--- src/rtl/ccs_pkg.sv ---
// ----------------------------------------------------------------------------
// ccs_pkg
// Shared types, codes and note tables for the alarm and quarter-chime
// sequencer.
// ----------------------------------------------------------------------------
package ccs_pkg;

  localparam int unsigned QueueDepth = 2;

  localparam int unsigned HourW   = 5;
  localparam int unsigned MinuteW = 6;
  localparam int unsigned SecondW = 6;
  localparam int unsigned PeriodW = 16;
  localparam int unsigned DurW    = 5;
  localparam int unsigned MsgW    = 3;
  localparam int unsigned CfgIdxW = 2;
  localparam int unsigned CfgW    = 6;
  localparam int unsigned InDataW  = 24;
  localparam int unsigned OutDataW = 32;

  localparam logic [PeriodW-1:0] SilentPeriod = 16'd1000;
  localparam logic [PeriodW-1:0] StrikePeriod = 16'd24242;  // 165 Hz

  typedef enum logic [CfgIdxW-1:0] {
    CFG_ALARM_HOUR   = 2'd0,
    CFG_ALARM_MINUTE = 2'd1,
    CFG_ALARM_SECOND = 2'd2
  } cfg_idx_t;

  typedef enum logic [MsgW-1:0] {
    MSG_NONE       = 3'd0,
    MSG_ALARM      = 3'd1,
    MSG_TOP        = 3'd2,
    MSG_QUARTER    = 3'd3,
    MSG_HALF       = 3'd4,
    MSG_QUARTER_TO = 3'd5
  } msg_t;

  typedef enum logic [2:0] {
    CH_NONE,
    CH_TOP,
    CH_QUARTER,
    CH_HALF,
    CH_QUARTER_TO
  } chime_t;

  typedef enum logic [1:0] {
    ST_IDLE,
    ST_ALARM,
    ST_PHRASE,
    ST_STRIKE
  } seq_state_t;

  typedef struct packed {
    logic       alarm;
    chime_t     chime;
    logic [3:0] strikes;
  } job_t;

  function automatic logic [PeriodW-1:0] melody_period(input logic [2:0] idx);
    logic [PeriodW-1:0] p;
    case (idx)
      3'd0:    p = 16'd15325;  // 261 Hz
      3'd1:    p = 16'd10204;  // 392 Hz
      3'd2:    p = 16'd12158;  // 329 Hz
      3'd3:    p = 16'd9090;   // 440 Hz
      3'd4:    p = 16'd8097;   // 494 Hz
      3'd5:    p = 16'd9090;
      3'd6:    p = 16'd10204;
      3'd7:    p = 16'd12158;
      default: p = SilentPeriod;
    endcase
    return p;
  endfunction

  // note periods: 415 Hz 9638, 370 Hz 10810, 330 Hz 12121, 247 Hz 16194
  function automatic logic [PeriodW-1:0] phrase_period(input logic [2:0] phrase,
                                                        input logic [1:0] note);
    logic [PeriodW-1:0] p;
    case ({phrase, note})
      5'b000_00: p = 16'd9638;
      5'b000_01: p = 16'd10810;
      5'b000_10: p = 16'd12121;
      5'b000_11: p = 16'd16194;
      5'b001_00: p = 16'd12121;
      5'b001_01: p = 16'd9638;
      5'b001_10: p = 16'd10810;
      5'b001_11: p = 16'd16194;
      5'b010_00: p = 16'd12121;
      5'b010_01: p = 16'd10810;
      5'b010_10: p = 16'd9638;
      5'b010_11: p = 16'd12121;
      5'b011_00: p = 16'd9638;
      5'b011_01: p = 16'd12121;
      5'b011_10: p = 16'd10810;
      5'b011_11: p = 16'd16194;
      5'b100_00: p = 16'd16194;
      5'b100_01: p = 16'd10810;
      5'b100_10: p = 16'd9638;
      5'b100_11: p = 16'd12121;
      default:   p = SilentPeriod;
    endcase
    return p;
  endfunction

  // phrase played at position pos of a chime
  function automatic logic [2:0] phrase_index(input chime_t kind, input logic [1:0] pos);
    logic [2:0] r;
    case (kind)
      CH_TOP:        r = {1'b0, pos} + 3'd1;
      CH_QUARTER:    r = 3'd0;
      CH_HALF:       r = {1'b0, pos} + 3'd1;
      CH_QUARTER_TO: r = (pos == 2'd2) ? 3'd0 : {1'b0, pos} + 3'd3;
      default:       r = 3'd0;
    endcase
    return r;
  endfunction

  function automatic logic [1:0] phrase_last_pos(input chime_t kind);
    logic [1:0] r;
    case (kind)
      CH_TOP:        r = 2'd3;
      CH_QUARTER:    r = 2'd0;
      CH_HALF:       r = 2'd1;
      CH_QUARTER_TO: r = 2'd2;
      default:       r = 2'd0;
    endcase
    return r;
  endfunction

  function automatic msg_t chime_msg(input chime_t kind);
    msg_t m;
    case (kind)
      CH_TOP:        m = MSG_TOP;
      CH_QUARTER:    m = MSG_QUARTER;
      CH_HALF:       m = MSG_HALF;
      CH_QUARTER_TO: m = MSG_QUARTER_TO;
      default:       m = MSG_NONE;
    endcase
    return m;
  endfunction

endpackage

--- src/rtl/ccs_front.sv ---
// ----------------------------------------------------------------------------
// ccs_front
// Takes clock samples, checks alarm and chime marks, keeps the one-shot
// flags and pushes a job for each sample that fires anything.
// ----------------------------------------------------------------------------
module ccs_front (
  input  logic                                clk,
  input  logic                                rst,
  input  logic                                cfg_we,
  input  logic [ccs_pkg::CfgIdxW-1:0]         cfg_index,
  input  logic [ccs_pkg::CfgW-1:0]            cfg_data,
  input  logic                                s_tvalid,
  output logic                                s_tready,
  input  logic [ccs_pkg::InDataW-1:0]         s_tdata,
  input  logic                                q_full,
  output logic                                q_push,
  output ccs_pkg::job_t                       q_job
);
  import ccs_pkg::*;

  logic [HourW-1:0]   alarm_hour;
  logic [MinuteW-1:0] alarm_minute;
  logic [SecondW-1:0] alarm_second;
  logic               alarm_played;
  logic               chime_played;

  logic [HourW-1:0]   hour;
  logic [MinuteW-1:0] minute;
  logic [SecondW-1:0] second;
  logic               accept;
  logic               alarm_fire;
  chime_t             chime;
  logic               quarter_mark;
  logic [HourW-1:0]   hour_mod;
  logic [3:0]         strikes;

  assign hour   = s_tdata[HourW-1:0];
  assign minute = s_tdata[HourW+MinuteW-1:HourW];
  assign second = s_tdata[HourW+MinuteW+SecondW-1:HourW+MinuteW];

  assign s_tready = !q_full;
  assign accept   = s_tvalid && s_tready;

  assign alarm_fire = !alarm_played && hour == alarm_hour && minute == alarm_minute
                      && second >= alarm_second;
  assign quarter_mark = minute inside {6'd0, 6'd15, 6'd30, 6'd45, 6'd60};

  always_comb begin
    chime = CH_NONE;
    if (!chime_played) begin
      case (minute)
        6'd0:    chime = CH_TOP;
        6'd15:   chime = CH_QUARTER;
        6'd30:   chime = CH_HALF;
        6'd45:   chime = (second <= 6'd3) ? CH_QUARTER_TO : CH_NONE;
        default: chime = CH_NONE;
      endcase
    end
  end

  // hour mod 12, twelve when zero
  always_comb begin
    if (hour >= 5'd24) begin
      hour_mod = hour - 5'd24;
    end else if (hour >= 5'd12) begin
      hour_mod = hour - 5'd12;
    end else begin
      hour_mod = hour;
    end
    strikes = (hour_mod == 5'd0) ? 4'd12 : hour_mod[3:0];
  end

  assign q_push        = accept && (alarm_fire || chime != CH_NONE);
  assign q_job.alarm   = alarm_fire;
  assign q_job.chime   = chime;
  assign q_job.strikes = strikes;

  always_ff @(posedge clk) begin
    if (rst) begin
      alarm_hour   <= '0;
      alarm_minute <= '0;
      alarm_second <= '0;
    end else if (cfg_we) begin
      case (cfg_index)
        CFG_ALARM_HOUR:   alarm_hour   <= cfg_data[HourW-1:0];
        CFG_ALARM_MINUTE: alarm_minute <= cfg_data[MinuteW-1:0];
        CFG_ALARM_SECOND: alarm_second <= cfg_data[SecondW-1:0];
        default: ;
      endcase
    end
  end

  always_ff @(posedge clk) begin
    if (rst) begin
      alarm_played <= 1'b0;
      chime_played <= 1'b0;
    end else if (accept) begin
      if (alarm_fire) begin
        alarm_played <= 1'b1;
      end else if (minute != alarm_minute) begin
        alarm_played <= 1'b0;
      end
      if (chime != CH_NONE) begin
        chime_played <= 1'b1;
      end else if (chime_played && !quarter_mark) begin
        chime_played <= 1'b0;
      end
    end
  end

endmodule

--- src/rtl/ccs_queue.sv ---
// ----------------------------------------------------------------------------
// ccs_queue
// Short job queue between the sample front end and the tone sequencer.
// ----------------------------------------------------------------------------
module ccs_queue #(
  parameter int unsigned DEPTH = ccs_pkg::QueueDepth
) (
  input  logic           clk,
  input  logic           rst,
  input  logic           push,
  input  ccs_pkg::job_t  push_job,
  input  logic           pop,
  output ccs_pkg::job_t  head_job,
  output logic           full,
  output logic           empty
);
  import ccs_pkg::*;

  localparam int unsigned AW = (DEPTH > 1) ? $clog2(DEPTH) : 1;
  localparam int unsigned CW = $clog2(DEPTH + 1);

  job_t          entries [DEPTH];
  logic [AW-1:0] wr_ptr;
  logic [AW-1:0] rd_ptr;
  logic [CW-1:0] count;

  assign full     = count == CW'(DEPTH);
  assign empty    = count == '0;
  assign head_job = entries[rd_ptr];

  always_ff @(posedge clk) begin
    if (push) begin
      entries[wr_ptr] <= push_job;
    end
  end

  always_ff @(posedge clk) begin
    if (rst) begin
      wr_ptr <= '0;
      rd_ptr <= '0;
      count  <= '0;
    end else begin
      if (push) begin
        wr_ptr <= (wr_ptr == AW'(DEPTH - 1)) ? '0 : wr_ptr + 1'b1;
      end
      if (pop) begin
        rd_ptr <= (rd_ptr == AW'(DEPTH - 1)) ? '0 : rd_ptr + 1'b1;
      end
      if (push && !pop) begin
        count <= count + 1'b1;
      end else if (pop && !push) begin
        count <= count - 1'b1;
      end
    end
  end

  a_no_push_full: assert property (@(posedge clk) disable iff (rst) full |-> !push)
    else $error("job pushed into full queue");
  a_no_pop_empty: assert property (@(posedge clk) disable iff (rst) pop |-> !empty)
    else $error("job popped from empty queue");

endmodule

--- src/rtl/ccs_back.sv ---
// ----------------------------------------------------------------------------
// ccs_back
// Tone sequencer: pops a job and emits its alarm melody, chime phrases and
// hour strikes, one command per cycle unless stalled, through an output register.
// ----------------------------------------------------------------------------
module ccs_back (
  input  logic                            clk,
  input  logic                            rst,
  input  logic                            q_empty,
  input  ccs_pkg::job_t                   q_head,
  output logic                            q_pop,
  output logic                            m_tvalid,
  input  logic                            m_tready,
  output logic [ccs_pkg::OutDataW-1:0]    m_tdata,
  output logic                            m_tlast
);
  import ccs_pkg::*;

  seq_state_t state, state_next;
  job_t       job;
  logic [3:0] note;
  logic [1:0] pos;
  logic [3:0] scnt;
  logic       sub;

  logic               emit;
  logic [PeriodW-1:0] cmd_period;
  logic               cmd_on;
  logic [DurW-1:0]    cmd_dur;
  msg_t               cmd_msg;
  logic               cmd_last;
  logic               last_phrase;
  logic [2:0]         pidx;

  assign emit        = state != ST_IDLE && (!m_tvalid || m_tready);
  assign q_pop       = state == ST_IDLE && !q_empty;
  assign last_phrase = pos == phrase_last_pos(job.chime);
  assign pidx        = phrase_index(job.chime, pos);

  // next state
  always_comb begin
    state_next = state;
    case (state)
      ST_IDLE: begin
        if (!q_empty) begin
          state_next = q_head.alarm ? ST_ALARM : ST_PHRASE;
        end
      end
      ST_ALARM: begin
        if (emit && note == 4'd8) begin
          state_next = (job.chime == CH_NONE) ? ST_IDLE : ST_PHRASE;
        end
      end
      ST_PHRASE: begin
        if (emit && note == 4'd4 && last_phrase) begin
          state_next = (job.chime == CH_TOP) ? ST_STRIKE : ST_IDLE;
        end
      end
      ST_STRIKE: begin
        if (emit && cmd_last) begin
          state_next = ST_IDLE;
        end
      end
      default: state_next = ST_IDLE;
    endcase
  end

  // command for the current step
  always_comb begin
    cmd_period = SilentPeriod;
    cmd_on     = 1'b0;
    cmd_dur    = '0;
    cmd_msg    = MSG_NONE;
    cmd_last   = 1'b0;
    case (state)
      ST_ALARM: begin
        cmd_msg = MSG_ALARM;
        if (note == 4'd8) begin
          cmd_last = job.chime == CH_NONE;
        end else begin
          cmd_period = melody_period(note[2:0]);
          cmd_on     = 1'b1;
          cmd_dur    = 5'd4;
        end
      end
      ST_PHRASE: begin
        cmd_msg = chime_msg(job.chime);
        if (note == 4'd4) begin
          cmd_dur  = (last_phrase && job.chime == CH_TOP) ? 5'd8 : 5'd0;
          cmd_last = last_phrase && job.chime != CH_TOP;
        end else begin
          cmd_period = phrase_period(pidx, note[1:0]);
          cmd_on     = 1'b1;
          cmd_dur    = (note == 4'd3) ? 5'd8 : 5'd4;
        end
      end
      ST_STRIKE: begin
        cmd_msg = MSG_TOP;
        if (sub) begin
          cmd_dur  = 5'd1;
          cmd_last = scnt == job.strikes - 4'd1;
        end else begin
          cmd_period = StrikePeriod;
          cmd_on     = 1'b1;
          cmd_dur    = 5'd16;
        end
      end
      default: ;
    endcase
  end

  always_ff @(posedge clk) begin
    if (rst) begin
      state <= ST_IDLE;
    end else begin
      state <= state_next;
    end
  end

  always_ff @(posedge clk) begin
    if (q_pop) begin
      job  <= q_head;
      note <= '0;
      pos  <= '0;
      scnt <= '0;
      sub  <= 1'b0;
    end else if (emit) begin
      case (state)
        ST_ALARM: note <= (note == 4'd8) ? 4'd0 : note + 4'd1;
        ST_PHRASE: begin
          if (note == 4'd4) begin
            note <= '0;
            pos  <= pos + 2'd1;
          end else begin
            note <= note + 4'd1;
          end
        end
        ST_STRIKE: begin
          sub <= !sub;
          if (sub) begin
            scnt <= scnt + 4'd1;
          end
        end
        default: ;
      endcase
    end
  end

  always_ff @(posedge clk) begin
    if (rst) begin
      m_tvalid <= 1'b0;
    end else if (emit) begin
      m_tvalid <= 1'b1;
    end else if (m_tready) begin
      m_tvalid <= 1'b0;
    end
  end

  always_ff @(posedge clk) begin
    if (emit) begin
      m_tdata <= {7'd0, cmd_msg, cmd_dur, cmd_on, cmd_period};
      m_tlast <= cmd_last;
    end
  end

  a_strike_top: assert property (@(posedge clk) disable iff (rst)
    state == ST_STRIKE |-> job.chime == CH_TOP)
    else $error("hour strikes outside top-of-hour chime");
  a_alarm_job: assert property (@(posedge clk) disable iff (rst)
    state == ST_ALARM |-> job.alarm)
    else $error("alarm melody without alarm request");

endmodule

--- src/rtl/clock_alarm_chime_sequencer_top.sv ---
// ----------------------------------------------------------------------------
// clock_alarm_chime_sequencer_top
// Alarm and Westminster quarter chime sequencer for a real-time clock.
// ----------------------------------------------------------------------------
// Input stream s_*: one clock sample per request. Output stream m_*: tone
// commands, m_tlast on the final command of a sample's run. Samples that
// fire nothing produce no output. Alarm commands precede chime commands.
// The front end pushes a job for each accepted sample that fires anything
// into the job queue (two entries by default); the back end pops it while
// idle and emits its run of N commands (5 to 53) through an output
// register. Command rate is set by the back-end sequencer: one command per
// cycle within a run while m_tready does not stall the output.
// s_tready drops only while the job queue is full; a stall on m_tready
// holds the output register and the sequencer, and the queue fills behind.
// Config writes (cfg_we/cfg_index/cfg_data) take effect at once; write only
// while idle. Reset clears alarm registers, one-shot flags, queue and
// output valid.
// ----------------------------------------------------------------------------
module clock_alarm_chime_sequencer_top #(
  parameter int unsigned QUEUE_DEPTH = ccs_pkg::QueueDepth
) (
  input  logic                             clk,
  input  logic                             rst,
  input  logic                             cfg_we,
  input  logic [ccs_pkg::CfgIdxW-1:0]      cfg_index,
  input  logic [ccs_pkg::CfgW-1:0]         cfg_data,
  input  logic                             s_tvalid,
  output logic                             s_tready,
  input  logic [ccs_pkg::InDataW-1:0]      s_tdata,   // hour, minute, second
  output logic                             m_tvalid,
  input  logic                             m_tready,
  output logic [ccs_pkg::OutDataW-1:0]     m_tdata,   // tone_period, tone_on, duration, message
  output logic                             m_tlast
);
  import ccs_pkg::*;

  logic q_full;
  logic q_empty;
  logic q_push;
  logic q_pop;
  job_t push_job;
  job_t head_job;

  ccs_front u_front (
    .clk       (clk),
    .rst       (rst),
    .cfg_we    (cfg_we),
    .cfg_index (cfg_index),
    .cfg_data  (cfg_data),
    .s_tvalid  (s_tvalid),
    .s_tready  (s_tready),
    .s_tdata   (s_tdata),
    .q_full    (q_full),
    .q_push    (q_push),
    .q_job     (push_job)
  );

  ccs_queue #(
    .DEPTH (QUEUE_DEPTH)
  ) u_queue (
    .clk      (clk),
    .rst      (rst),
    .push     (q_push),
    .push_job (push_job),
    .pop      (q_pop),
    .head_job (head_job),
    .full     (q_full),
    .empty    (q_empty)
  );

  ccs_back u_back (
    .clk      (clk),
    .rst      (rst),
    .q_empty  (q_empty),
    .q_head   (head_job),
    .q_pop    (q_pop),
    .m_tvalid (m_tvalid),
    .m_tready (m_tready),
    .m_tdata  (m_tdata),
    .m_tlast  (m_tlast)
  );

endmodule
--- config.mk ---
export PLATFORM = sky130hd
export DESIGN_NAME = clock_alarm_chime_sequencer_top
export DESIGN_NICKNAME = d
export VERILOG_FILES = /design/src/rtl/ccs_pkg.sv /design/src/rtl/ccs_front.sv /design/src/rtl/ccs_queue.sv /design/src/rtl/ccs_back.sv /design/src/rtl/clock_alarm_chime_sequencer_top.sv
export SDC_FILE = /design/constraint.sdc
export NUM_CORES = 1
export LEC_CHECK = 0
export BUFFER_PORTS_ARGS = -buffer_cell sky130_fd_sc_hd__buf_2
export CAP_MARGIN = 40
export CORE_UTILIZATION = 30
export CTS_BUF_LIST = sky130_fd_sc_hd__clkbuf_8
export DETAILED_ROUTE_END_ITERATION = 8
export SLEW_MARGIN = 10
export SYNTH_ARGS = -nofsm -noshare
export SYNTH_HDL_FRONTEND = slang
export SYNTH_SLANG_ARGS = --single-unit
--- constraint.sdc ---
create_clock -name clk -period 4.1 [get_ports clk]
set_input_delay 0.615 -clock clk [delete_from_list [all_inputs] [get_ports clk]]
set_output_delay 0.615 -clock clk [all_outputs]
set_load 0.005 [all_outputs]
==> impl_metrics.csv, run 1 <==
group,metric,value,unit
status,outcome,"finished, final reports clean",
yosys,synth_top_area_share,26.3,%
routing,top_layer,"met4",
clock_tree,clock-sinks,92,
floorplanning,die_x,134,um
sta,worst_slew_pin_slew,751,ps
clock_tree,postCtsSetupBuffers,0,
sta,rsz0062_at_grt,"no",
yosys,netlist_area,5240,um^2
yosys,ys_seq_elements,92,
clock_tree,holdBufCountCts,0,
yosys,ys_types,74,
job,drv_cap,0,
power,pwr-share-clk,17.7,%
yosys,syn_area_per_cell,10.0,um^2
worst_setup_path,cp-end-kind,"register",
placement,dpl.hpwl,8230,um
sta,layout_min_cycle_time,2960,ps
sta,period_share,72.2,%
clock_tree,cts_tree,"built",
routing,drt_iter0_markers,309,
worst_setup_path,cp_common_cell,"inv_1",
routing,met1_length,4860,um
clock_tree,cts_resized,0,
routing,vias,3897,
clock_tree,cts-root-buf,"clkbuf_8",
yosys,synth_cells,522,
floorplanning,io_pins,72,
final_layout,mostFrequentLayoutCell,"nor2_1",
global_routing,grt_pass1_vias,3651,
final_layout,nets,633,
worst_setup_path,crit_type,"reg -> reg",
power,ir_worst_vdd,0.225,mV
worst_setup_path,worstSetupStartpoint,"u_back.note[0]",
yosys,netlist_top_cells_area,"edfxtp_1 26%, dfxtp_1 18%, ha_1 7.2%",
global_routing,grt_use_total,12.4,%
routing,viasPerCell,4.93,
worst_hold_path,hold_class,"in -> reg",
yosys,synth_edf_count,46,
floorplanning,start_util,31.2,%
final_layout,antenna_cells,0,
routing,wl_per_cell,13.8,um
power,p_leak,2.29,nW
yosys,synth_top_area_cell,"edfxtp_1",
yosys,async_flop_share,0,%
power,p_seq_share,40.9,%
routing,dr.pass1.iters,5,
floorplanning,rows,47,
worst_setup_path,cp_cell_sequence,"inv_1 -> ha_1 -> nand3b_1 -> nor2_1 -> a21oi_1 -> o21ai_1 -> nor2_1 -> inv_1 -> ha_1 -> inv_1 -> mux2_1",
sta,finalMaxSlewViolations,0,
sta,setup_viol,0,
power,p_int,0.00206,W
routing,drc,0,
worst_setup_path,crit_required,4370,ps
floorplanning,die-area,18000,um^2
sta,hold_viol_final,0,
power,power_switching,0.00130,W
placement,globalplace.congestion,0.848,
clock_tree,cts_buffer_depth,2,
floorplanning,coreArea,16800,um^2
final_layout,areaGrowthSynthToFinish,11.4,%
final_layout,drive_gt1_share,17.0,%
yosys,ys.flop_type,"edfxtp_1",
power,swShare,38.7,%
power,p_comb_share,41.4,%
clock_tree,clk_latency,370,ps
routing,wl,10900,um
floorplanning,fp.dieH,134,um
worst_setup_path,crit_fanout,8,
worst_setup_path,r2r_start,"u_back.note[0]",
worst_setup_path,cp-start-kind,"register",
sta,clock_skew,11.8,ps
sta,relSlewSlack,49.9,%
worst_setup_path,cp_top_family,"simple AND/OR/NAND/NOR gates",
final_layout,layout_common_cells,"60 x nor2_1, 56 x buf_2, 46 x dfxtp_1, 46 x edfxtp_1, 31 x mux2i_1",
sta,tns,0,ps
sta,setup_ws,1140,ps
yosys,yosys_warnings,0,
placement,pre_cts_slack,1120,ps
power,p_per_area,576,nW/um^2
worst_setup_path,rrSetupSlack,1140,ps
routing,routed-wl-met3,581,um
global_routing,grt_max_degree,30,
clock_tree,htree_levels,3,
placement,numPortBuffers,55,
sta,fmax,0.338,GHz
clock_tree,cts-buffers-inserted,9,
routing,ant_nets,0,
global_routing,grt_antenna_before_repair,0,
clock_tree,clk_pin_slew,90,ps
routing,met2_wirelength,5230,um
worst_hold_path,hold_start,"s_tdata[0]",
worst_setup_path,cp_slowest_cell,"dfxtp_1",
worst_setup_path,critical_path.max_stage_delay,500,ps
yosys,seq_area_frac_synth,43.9,%
worst_setup_path,crit_arrival,3220,ps
global_routing,grt_overflow,0,
worst_setup_path,crit_buf_inv,3,
global_routing,grt_pass1_wl,17700,um
## power by group through the flow
stage | clock, W | combinational (W) | sequential (W)
2_1_floorplan | 0 | 0.00107 | 0.00135
3_3_place_gp | 0 | 0.00138 | 0.00139
3_5_place_dp | 0 | 0.00139 | 0.00140
4_1_cts | 0.000623 | 0.00140 | 0.00138
5_1_grt | 0.000659 | 0.00155 | 0.00141
6_report | 0.000595 | 0.00140 | 0.00138
## Yosys cell counts, drive strengths merged (10+ instances only)
library cell  count
a21oi            22
buf              23
clkbuf           12
dfxtp            46
edfxtp           46
ha               30
inv              30
mux2             10
mux2i            31
nand2            29
nor2             62
nor3             13
o21ai            17
xnor2            22
xor2             12
## kinds of logic (layout without fill, tap and decap cells)
group,count (synthesis),in the layout,share of synthesized area (%)
flip-flops,92,92,43.9
adder cells (fa/ha/maj),30,30,7.16
XOR/XNOR,34,34,5.68
AO/OA/AOI/OAI,93,93,12.9
other,1,9,0.0715
buffers and inverters,65,106,6.11
AND/OR/NAND/NOR,166,166,16.2
multiplexers,41,41,8.06
## final cells by class
class | count | area, um^2
fillers | 1724 | 11000
multi-input cells | 373 | 2650
flip-flops and latches | 92 | 2300
repair buffers | 60 | 310
well taps | 220 | 275
clock buffers | 9 | 124
inverters | 30 | 113
clock inverters | 7 | 67.6
## sequential cells by signal, indices dropped and copies added, names as in the netlist, 2 cells and up, named ones only
name                  flops
u_back.pos                2
u_back.scnt               4
u_back.state              2
u_queue.count             2
u_front.alarm_second      6
u_back.m_tdata           22
u_front.alarm_minute      6
u_back.job                7
u_back.note               4
u_queue.entries          16
u_front.alarm_hour        5
## metal layers
| layer | global-route usage, % | vias up |
|---|---|---|
| met5 | 0 | - |
| met1 | 15.1 | 1816 |
| met4 | 4.99 | 0 |
| li1 | - | 1937 |
| met3 | 3.33 | 15 |
| met2 | 20.8 | 129 |
## final timing paths
path	end	cells after the start
worst max-delay path	register	11
worst min register to register	u_front.alarm_played	2
worst max register to register	register	11
worst min-delay path	u_queue.entries[0][0]	1
## metrics by stage
step / area [um^2] / power, W / cells / util (%) / hold slack [ps]
6_report: 5840 / 0.00337 / 791 / 34.7 / 494
5_1_grt: 5840 / 0.00362 / 791 / 34.7 / 481
4_1_cts: 5840 / 0.00340 / 791 / 34.7 / 472
3_5_place_dp: 5650 / 0.00279 / 775 / 33.6 / 475
3_3_place_gp: 5650 / 0.00277 / 774 / 33.6 / 462
2_1_floorplan: 5270 / 0.00242 / 530 / - / 450
Power figures use the tool's default switching activity.
==> run 2, diff against run 1 <==
Clock period 4.1 ns to 3.1 ns, I/O delays scaled along.
==> run 2 against run 1 <==
  * Total power is 35% higher
  * Clock power grew 33%
  * Count of clock-buffer cells in the layout is the same
  * Non-clock buffer count rose by 12
  * Combinational power up 39%
  * Largest cell class unchanged
  * Design area grew 1.6%
  * Sequential power rose by 30%
  * Register-to-register slack lost 810 ps
==> impl_metrics.csv, run 2 (same netlist as run 1, synthesis figures left out) <==
group,metric,value,unit
status,outcome,"finished, final reports clean",
worst_setup_path,cp-end-kind,"register",
routing,drc,0,
routing,viasPerCell,4.90,
global_routing,grt_max_degree,30,
clock_tree,clk_pin_slew,110,ps
placement,dp_cells,787,
sta,clock_skew,17.7,ps
routing,met2_wirelength,5280,um
sta,setup_viol,0,
final_layout,nets,645,
clock_tree,clk_latency,380,ps
routing,met1_length,4950,um
clock_tree,cts-root-buf,"clkbuf_8",
sta,layout_min_cycle_time,2760,ps
floorplanning,die_x,134,um
global_routing,grt_antenna_before_repair,0,
global_routing,grt_pass1_wl,18100,um
floorplanning,fp.dieH,134,um
routing,wl_per_cell,13.7,um
worst_hold_path,whs_path_depth,1,
worst_setup_path,cp_cell_sequence,"inv_1 -> ha_1 -> inv_2 -> nand2_1 -> inv_2 -> nand2_1 -> xnor2_1 -> nor2_1 -> inv_1 -> ha_1 -> inv_1 -> mux2_1",
final_layout,largest_reg_flops,22,
worst_setup_path,rr_worst_depth,12,
worst_setup_path,crit_required,3370,ps
worst_setup_path,crit_type,"reg -> reg",
final_layout,mostFrequentLayoutCell,"nor2_1",
worst_setup_path,critical_path.max_stage_delay,480,ps
global_routing,grt_pass1_vias,3718,
clock_tree,cts_resized,0,
floorplanning,coreArea,16800,um^2
final_layout,regMostFlops,"u_back.m_tdata",
routing,ant_nets,0,
worst_hold_path,hold_class,"in -> reg",
sta,period_share,89.2,%
power,p_per_area,766,nW/um^2
final_layout,nFillCells,1747,
sta,hold_viol_final,0,
clock_tree,holdBufCountCts,0,
placement,dpl.hpwl,8430,um
clock_tree,htree_levels,3,
worst_setup_path,rrSetupSlack,340,ps
worst_setup_path,cp_slowest_cell,"dfxtp_1",
clock_tree,clock-sinks,92,
global_routing,grt_use_total,12.7,%
worst_hold_path,hold_start,"s_tdata[0]",
final_layout,areaGrowthSynthToFinish,13.2,%
final_layout,reg_top3,"u_back.m_tdata x22, u_queue.entries x16, u_back.job x7",
routing,drt_iter0_markers,289,
sta,rsz0062_at_grt,"no",
floorplanning,io_pins,72,
floorplanning,die-area,18000,um^2
placement,numPortBuffers,55,
routing,vias,3936,
sta,worst_slew_pin_slew,598,ps
clock_tree,cts_tree,"built",
power,ir_worst_vdd,0.270,mV
final_layout,drive_gt1_share,19.0,%
worst_setup_path,crit_fanout,10,
final_layout,antenna_cells,0,
worst_setup_path,cp-start-kind,"register",
final_layout,layout.cells.non_filler,803,
power,p_leak,2.35,nW
floorplanning,rows,47,
sta,finalMaxSlewViolations,0,
clock_tree,cts-buffers-inserted,9,
routing,top_layer,"met4",
sta,tns,0,ps
routing,routed-wl-met3,578,um
floorplanning,start_util,31.2,%
final_layout,layout_common_cells,"60 x nor2_1, 55 x buf_2, 46 x dfxtp_1, 46 x edfxtp_1, 31 x mux2i_1",
routing,dr.pass1.iters,4,
clock_tree,cts_buffer_depth,2,
worst_setup_path,crit_arrival,3030,ps
worst_setup_path,r2r_start,"u_back.state[1]",
clock_tree,postCtsSetupBuffers,0,
routing,wl,11000,um
global_routing,grt_overflow,0,
placement,globalplace.congestion,0.851,
worst_hold_path,hold_end,"u_queue.entries[0][0]",
job,drv_cap,0,
sta,relSlewSlack,59.7,%
sta,fmax,0.362,GHz
worst_setup_path,cp_common_cell,"inv_1",
[run 2: cell count changes in the layout (fill, tap and decap cells not counted), sizes merged]
| cell | change |
|---|---|
| inv | +1 |
| buf | +12 |
| bufinv | -1 |
[run 2: worst max-delay path, delay by kind of cell (launching register included)]
family,cells,cell delay (ps)
mux,1,290
fa+ha+maj,2,530
buf+inv,5,570
flops,1,480
simple gates,3,560
xor+xnor,1,210
[run 2: layer usage]
layer | global-route usage, % | vias to the layer above
met5 | 0 | -
met1 | 15.7 | 1834
met4 | 4.24 | 0
li1 | - | 1957
met2 | 21.3 | 126
met3 | 3.21 | 19
[run 2: area by class of cell]
class,instances,area [um^2],area share (%)
clock buffers,9,124,2.09
clock inverters,7,67.6,1.14
inverters,30,113,1.90
multi-input cells,373,2650,44.7
flip-flops and latches,92,2300,38.8
well taps,220,275,4.64
repair buffers,72,403,6.79
[run 2: worst max-delay path by stage]
stage                    startpoint          endpoint  slack [ps]  depth (start not counted)
finish              u_back.state[1]          register         340                         12
global route        u_back.state[1]          register          70                         12
CTS                 u_back.state[1]          register         350                         12
detailed placement      s_tdata[11]  u_queue.count[1]         310                         11
global placement        s_tdata[11]  u_queue.count[1]         350                         11
floorplan           u_back.state[1]          register         380                         12
[run 2: power by group]
part,internal [W],switching (W),leakage (nW),total [W]
Sequential,0.00163,0.000171,0.804,0.00180
Clock,0.000312,0.000482,0.0954,0.000794
Combinational,0.000799,0.00116,1.45,0.00195
[run 2: stage by stage]
stage / total power, W / instance area [um^2] / setup WS [ps] / util (%) / hold WS [ps]
floorplan: 0.00320 / 5270 / 379 / - / 450
global placement: 0.00375 / 5740 / 353 / 34.2 / 461
detailed placement: 0.00377 / 5740 / 313 / 34.2 / 481
CTS: 0.00457 / 5940 / 353 / 35.3 / 315
global route: 0.00486 / 5940 / 72.4 / 35.3 / 325
finish: 0.00455 / 5940 / 336 / 35.3 / 334
